$ cat src/design/csvfs_pkg.sv
// Shared types and the per-byte step function of the CSV field splitter.
// Used by csvfs_parser and csv_field_splitter_top; no dependencies.
package csvfs_pkg;

  localparam logic [7:0] CH_SEMI  = 8'h3B;
  localparam logic [7:0] CH_COMMA = 8'h2C;
  localparam logic [7:0] CH_CR    = 8'h0D;
  localparam logic [7:0] CH_LF    = 8'h0A;
  localparam logic [7:0] CH_QUOTE = 8'h22;

  typedef enum logic [1:0] {
    KIND_BYTE = 2'd0,
    KIND_FEND = 2'd1,
    KIND_REND = 2'd2
  } csvfs_kind_e;

  typedef struct packed {
    logic quoting;
    logic field_empty;
    logic held_cr;
    logic held_quote;
    logic record_open;
  } csvfs_state_t;

  localparam csvfs_state_t STATE_RESET = '{
    quoting: 1'b0, field_empty: 1'b1, held_cr: 1'b0, held_quote: 1'b0, record_open: 1'b0
  };

  typedef struct packed {
    csvfs_kind_e kind;
    logic [7:0]  data;
  } csvfs_res_t;

  // Working context of one step: state plus up to two results.
  typedef struct packed {
    csvfs_state_t st;
    logic [1:0]   cnt;
    csvfs_res_t   r1;
    csvfs_res_t   r0;
  } csvfs_ctx_t;

  function automatic csvfs_ctx_t emit(csvfs_ctx_t c, csvfs_kind_e k, logic [7:0] b);
    csvfs_res_t r;
    r.kind = k;
    r.data = (k == KIND_BYTE) ? b : 8'h00;
    if (c.cnt == 2'd0) begin
      c.r0 = r;
    end else if (c.cnt == 2'd1) begin
      c.r1 = r;
    end
    if (c.cnt != 2'd2) begin
      c.cnt = c.cnt + 2'd1;
    end
    return c;
  endfunction

  function automatic csvfs_ctx_t end_record(csvfs_ctx_t c);
    csvfs_ctx_t o;
    o = emit(c, KIND_REND, 8'h00);
    o.st.quoting     = 1'b0;
    o.st.field_empty = 1'b1;
    o.st.held_quote  = 1'b0;
    o.st.record_open = 1'b0;
    return o;
  endfunction

  // Byte whose CR and quote handling is already settled.
  function automatic csvfs_ctx_t plain_byte(csvfs_ctx_t c, logic [7:0] ch);
    csvfs_ctx_t o;
    o = c;
    o.st.record_open = 1'b1;
    if (!o.st.quoting && ch == CH_LF) begin
      return end_record(o);
    end
    if (!o.st.quoting && (ch == CH_SEMI || ch == CH_COMMA)) begin
      o = emit(o, KIND_FEND, 8'h00);
      o.st.field_empty = 1'b1;
      return o;
    end
    o = emit(o, KIND_BYTE, ch);
    o.st.field_empty = 1'b0;
    return o;
  endfunction

  function automatic csvfs_ctx_t normal_byte(csvfs_ctx_t c, logic [7:0] ch);
    csvfs_ctx_t o;
    o = c;
    o.st.record_open = 1'b1;
    if (ch == CH_CR) begin
      o.st.held_cr = 1'b1;
      return o;
    end
    if (ch == CH_QUOTE) begin
      if (o.st.quoting) begin
        o.st.held_quote = 1'b1;
      end else if (o.st.field_empty) begin
        o.st.quoting = 1'b1;
      end else begin
        o = emit(o, KIND_BYTE, ch);
        o.st.field_empty = 1'b0;
      end
      return o;
    end
    return plain_byte(o, ch);
  endfunction

  function automatic csvfs_ctx_t step(csvfs_state_t st, logic [7:0] b, logic eoi);
    csvfs_ctx_t c;
    c     = '0;
    c.st  = st;
    if (eoi) begin
      if (c.st.held_cr) begin
        c.st.held_cr = 1'b0;
        c = plain_byte(c, CH_LF);
      end
      if (c.st.held_quote) begin
        c.st.held_quote = 1'b0;
        c.st.quoting    = 1'b0;
      end
      if (c.st.record_open) begin
        c = end_record(c);
      end
      c.st = STATE_RESET;
    end else if (c.st.held_cr) begin
      c.st.held_cr = 1'b0;
      c = plain_byte(c, CH_LF);
      if (b != CH_LF) begin
        c = normal_byte(c, b);
      end
    end else if (c.st.held_quote) begin
      c.st.held_quote = 1'b0;
      if (b == CH_QUOTE) begin
        c.st.record_open = 1'b1;
        c = emit(c, KIND_BYTE, CH_QUOTE);
        c.st.field_empty = 1'b0;
      end else begin
        c.st.quoting = 1'b0;
        c = normal_byte(c, b);
      end
    end else begin
      c = normal_byte(c, b);
    end
    return c;
  endfunction

endpackage

$ cat src/design/csvfs_parser.sv
// Parser state registers and the per-beat step logic of the CSV splitter.
// Depends on csvfs_pkg.
module csvfs_parser import csvfs_pkg::*; (
  input  logic       clk_i,
  input  logic       rst_ni,
  input  logic       accept_i,
  input  logic [7:0] byte_i,
  input  logic       eoi_i,
  output csvfs_ctx_t ctx_o
);

  csvfs_state_t st_q, st_d;
  csvfs_ctx_t   ctx;

  always_comb begin
    ctx  = step(st_q, byte_i, eoi_i);
    st_d = accept_i ? ctx.st : st_q;
  end

  assign ctx_o = ctx;

  always_ff @(posedge clk_i or negedge rst_ni) begin
    if (!rst_ni) begin
      st_q <= STATE_RESET;
    end else begin
      st_q <= st_d;
    end
  end

endmodule

$ cat src/design/csv_field_splitter_top.sv
// CSV field splitter: input beats of one byte or an end mark, output beats
// of field bytes, field ends and record ends. Depends on csvfs_pkg, csvfs_parser.
// Each result of a beat is registered in the result queue before it appears at the output.
// Throughput: one input beat per cycle while two queue slots are free; a beat that
// yields two results puts both into the 4-entry result queue, which absorbs the surplus.
// Reset (async, active low) empties the queue and returns the parser to idle.
module csv_field_splitter_top import csvfs_pkg::*; (
  input  logic       clk_i,
  input  logic       rst_ni,
  input  logic       s_axis_tvalid,
  output logic       s_axis_tready,
  input  logic [7:0] s_axis_tdata,   // [7:0] in_byte
  input  logic       s_axis_tlast,   // end_of_input
  output logic       m_axis_tvalid,
  input  logic       m_axis_tready,
  output logic [7:0] m_axis_tdata,   // [7:0] out_byte
  output logic [1:0] m_axis_tuser,   // [1:0] kind
  output logic       m_axis_tlast    // last result of its input beat
);

  localparam int unsigned Depth = 4;
  localparam int unsigned PtrW  = $clog2(Depth);

  typedef struct packed {
    csvfs_kind_e kind;
    logic [7:0]  data;
    logic        last;
  } entry_t;

  csvfs_ctx_t      ctx;
  logic            in_acc, out_acc;
  entry_t          mem_q [Depth];
  logic [PtrW-1:0] wr_q, wr_d, rd_q, rd_d, wr_nxt;
  logic [PtrW:0]   cnt_q, cnt_d;
  logic [PtrW:0]   push;

  // Accept only while two free slots remain for a worst-case beat.
  assign s_axis_tready = (cnt_q <= (PtrW+1)'(Depth - 2));
  assign in_acc        = s_axis_tvalid & s_axis_tready;
  assign out_acc       = m_axis_tvalid & m_axis_tready;

  csvfs_parser u_parser (
    .clk_i    (clk_i),
    .rst_ni   (rst_ni),
    .accept_i (in_acc),
    .byte_i   (s_axis_tdata),
    .eoi_i    (s_axis_tlast),
    .ctx_o    (ctx)
  );

  always_comb begin
    push   = in_acc ? (PtrW+1)'(ctx.cnt) : '0;
    wr_nxt = wr_q + PtrW'(1);
    wr_d   = wr_q + push[PtrW-1:0];
    rd_d   = out_acc ? rd_q + PtrW'(1) : rd_q;
    cnt_d  = cnt_q + push - (out_acc ? (PtrW+1)'(1) : '0);
  end

  always_ff @(posedge clk_i) begin
    if (in_acc && ctx.cnt != 2'd0) begin
      mem_q[wr_q] <= '{kind: ctx.r0.kind, data: ctx.r0.data, last: (ctx.cnt == 2'd1)};
    end
    if (in_acc && ctx.cnt == 2'd2) begin
      mem_q[wr_nxt] <= '{kind: ctx.r1.kind, data: ctx.r1.data, last: 1'b1};
    end
  end

  always_ff @(posedge clk_i or negedge rst_ni) begin
    if (!rst_ni) begin
      wr_q  <= '0;
      rd_q  <= '0;
      cnt_q <= '0;
    end else begin
      wr_q  <= wr_d;
      rd_q  <= rd_d;
      cnt_q <= cnt_d;
    end
  end

  assign m_axis_tvalid = (cnt_q != '0);
  assign m_axis_tdata  = mem_q[rd_q].data;
  assign m_axis_tuser  = mem_q[rd_q].kind;
  assign m_axis_tlast  = mem_q[rd_q].last;

endmodule
$ cat config.mk
export PLATFORM = sky130hd
export DESIGN_NAME = csv_field_splitter_top
export DESIGN_NICKNAME = d
export VERILOG_FILES = /design/src/design/csvfs_pkg.sv /design/src/design/csvfs_parser.sv /design/src/design/csv_field_splitter_top.sv
export SDC_FILE = /design/constraint.sdc
export NUM_CORES = 1
export LEC_CHECK = 0
export ABC_CLOCK_PERIOD_IN_PS = 2900
export BUFFER_PORTS_ARGS = -buffer_cell sky130_fd_sc_hd__buf_4
export CAP_MARGIN = 20
export CORE_MARGIN = 2
export CORE_UTILIZATION = 55
export CTS_CLUSTER_SIZE = 30
export DETAILED_ROUTE_END_ITERATION = 16
export PLACE_DENSITY = 0.8
export REMOVE_ABC_BUFFERS = 1
export SYNTH_ARGS = -nofsm -noshare
export SYNTH_HDL_FRONTEND = slang
export SYNTH_HIERARCHICAL = 1
export SYNTH_SLANG_ARGS = --single-unit
$ cat constraint.sdc
create_clock -name clk_i -period 2.9 [get_ports clk_i]
set_clock_uncertainty 0.05 [all_clocks]
set_input_delay 0.29 -clock clk_i [delete_from_list [all_inputs] [get_ports clk_i]]
set_output_delay 0.29 -clock clk_i [all_outputs]
set_load 0.1 [all_outputs]
==> summary.txt <==
Clk_lat worst skew: 320 ps
Max-slew headroom: 62.6%
Pins Over Slew Limit: 0
Crit. End Element: flop
Arrival time worst endpoint: 3050 ps
Fin. Hold Viols: 0
Filler Cells Inserted: 474
CTS Root Buffer Type: clkbuf_8
CTS tree: yes
Reg-to-Reg End: cnt_q[2]$_DFF_PN0_
Worst path max stage delay: 540 ps
Row count: 29
Share of layout cells above drive strength 1: 38.0%
Area after DPL: 0.00423 sq mm
Worst r2r src: u_parser/st_q[4]$_DFFE_PN0P_
Core area: 0.00639 sq mm
Post-route ant nets: 0
Pwr per Cell Area: 767 mW/mm^2
Num Clock Sinks: 56
Port Buffers: 25
Post-Syn Area: 0.00364 sq mm
Placed cell count: 452
Largest net degree at the start of global routing: 20
DP HPWL: 6.42 mm
Clock Path Buffers: 2
Maximum Capacitance Violations: 0
RSZ-0062 raised after global routing: true
Register-to-Register Path Depth: 9
Routability cong.: 0.924
First DRT Iteration DRCs: 257
Critical path class: primary input to flop
TritonCTS Buffers: 5
Total Wirelength: 8.65 mm
Crit Path Max Fanout: 6
Final Non-Filler Cells: 469
Fin crit period: 2890 ps
Grt ovf: 0
Yosys warns: 6
Die area: 0.00729 sq mm
Reg2Reg Setup Slack: 230 ps
VDD IR max: 0.731 mV
Type of the worst min-delay path: primary input to asynchronous set/reset pin
Fmax: 0.346 GHz
Leakage: 1.70 nW
Setup violations, final: 0
Routed WL per cell: 18.5 um
CTS clk-pin slew, worst paths: 100 ps
Worst EP required: 3060 ps
Vias per cell: 6.23
CP max-delay cell: or4b_4
Slew of the pin with the lowest slew margin: 556 ps
P&R area growth vs syn: 22.9%
Avg Cell Area, Syn: 11.5 sq um
Nets@finish: 413
Final worst path period share: 99.7%
# DRC: 0
Crit path cell chain: buf_6 > or4b_4 > buf_4 > or4_1 > and4_1 > o211ai_1 > nand2_2 > nand3_1 > ha_1 > fa_2 > xor2_1 > xnor2_1
IO Pins: 26
Die X-Extent: 85.4 um
TritonRoute pass-1 iters: 5
GRT Total Usage: 24.7%
Final Instance Area: 0.00448 sq mm
Via Count: 2921
Starting density of the core: 57.1%
Initial antenna violation count: 0
Status: completed
Die H: 85.4 um
ANT cells: 0
H-tree depth: 2
Global-route wire length before repair: 14.0 mm
Cells after Synth: 316
Vias in the first global route: 2813
CP Launch Type: primary input
-- worst max-delay path: cells and delay by family --
family	cells	cell delay, ps
and+or+nand+nor	5	1450
adders and majority gates	2	650
xor gates and xnor gates	2	270
buffers and inverters	2	270
AOI/OAI and AO/OA	1	130
-- placed cells by master, fill, tap and decap left out, types with 7 or more instances in the layout --
cell type   n
dfrtp_1    11
nor3_1      7
nor2_1     15
nand2_1    20
mux4_2     11
a21oi_1    10
edfxtp_1   40
a22o_1     40
inv_1      10
buf_4      89
-- timing repair --
action	in CTS	in global routing
endpoints found under the setup margin	22	81
pin swaps	10	5
hold buffers	1	0
buffers inserted	5	3
gates resized for setup	12	10
endpoints found under the hold margin	12	0
-- final cells by class --
type                            count  area, sq um  share of cell area (%)
Inverter                           16         60.1                    1.34
Multi-Input combinational cell    220         1940                    43.4
Sequential cell                    56         1580                    35.3
Clock buffer                        5         68.8                    1.54
Tap cell                           77         96.3                    2.15
Timing Repair Buffer               92          701                    15.6
Clock inverter                      3         27.5                   0.614
-- how the worst max path moves through the flow --
stage	start	to	slack (ps)	depth (start not counted)
5_1_grt	s_axis_tdata[4]	cnt_q[2]$_DFF_PN0_	-90	12
4_1_cts	s_axis_tdata[4]	cnt_q[2]$_DFF_PN0_	-40	15
6_report	s_axis_tdata[4]	cnt_q[2]$_DFF_PN0_	10	12
2_1_floorplan	s_axis_tdata[0]	mem_q[0][10]$_DFFE_PP_	-780	9
3_5_place_dp	s_axis_tdata[2]	cnt_q[2]$_DFF_PN0_	-510	15
3_3_place_gp	s_axis_tdata[2]	cnt_q[2]$_DFF_PN0_	-450	15
-- sequential cells by signal (all words and copies together), names as in the netlist --
| register | flops |
|---|---|
| u_parser/st_q | 5 |
| cnt_q | 3 |
| rd_q | 2 |
| mem_q | 44 |
| wr_q | 2 |
-- stage by stage --
| stage | setup WS (ps) | hold slack [ps] | total power, mW | util, % | setup TNS [ps] |
|---|---|---|---|---|---|
| after CTS | -44.0 | 279 | 3.44 | 69.2 | -44.0 |
| after global placement | -453 | 90.8 | 2.92 | 66.3 | -19020 |
| after global routing | -86.1 | 296 | 3.60 | 70.2 | -1230 |
| after floorplan | -780 | -55.6 | 2.53 | - | -30150 |
| final | 10.1 | 285 | 3.44 | 70.2 | 0 |
| after detailed placement | -511 | 98.1 | 2.95 | 66.3 | -23930 |
-- power breakdown --
group	total, mW	internal, mW	leakage [nW]	switching [mW]
Sequential	1.14	1.00	0.531	0.136
Combinational	1.85	0.586	1.12	1.26
Clock	0.450	0.178	0.0463	0.272
-- layer usage --
layer / wire length (um) / up-vias / global-route usage, %
li1: - / 1381 / -
met5: 0 / - / 0
met4: 155 / 0 / 7.36
met2: 4320 / 95 / 41.1
met3: 435 / 18 / 4.47
met1: 3740 / 1427 / 33.0
No activity file was read; power rests on OpenSTA's default activity.
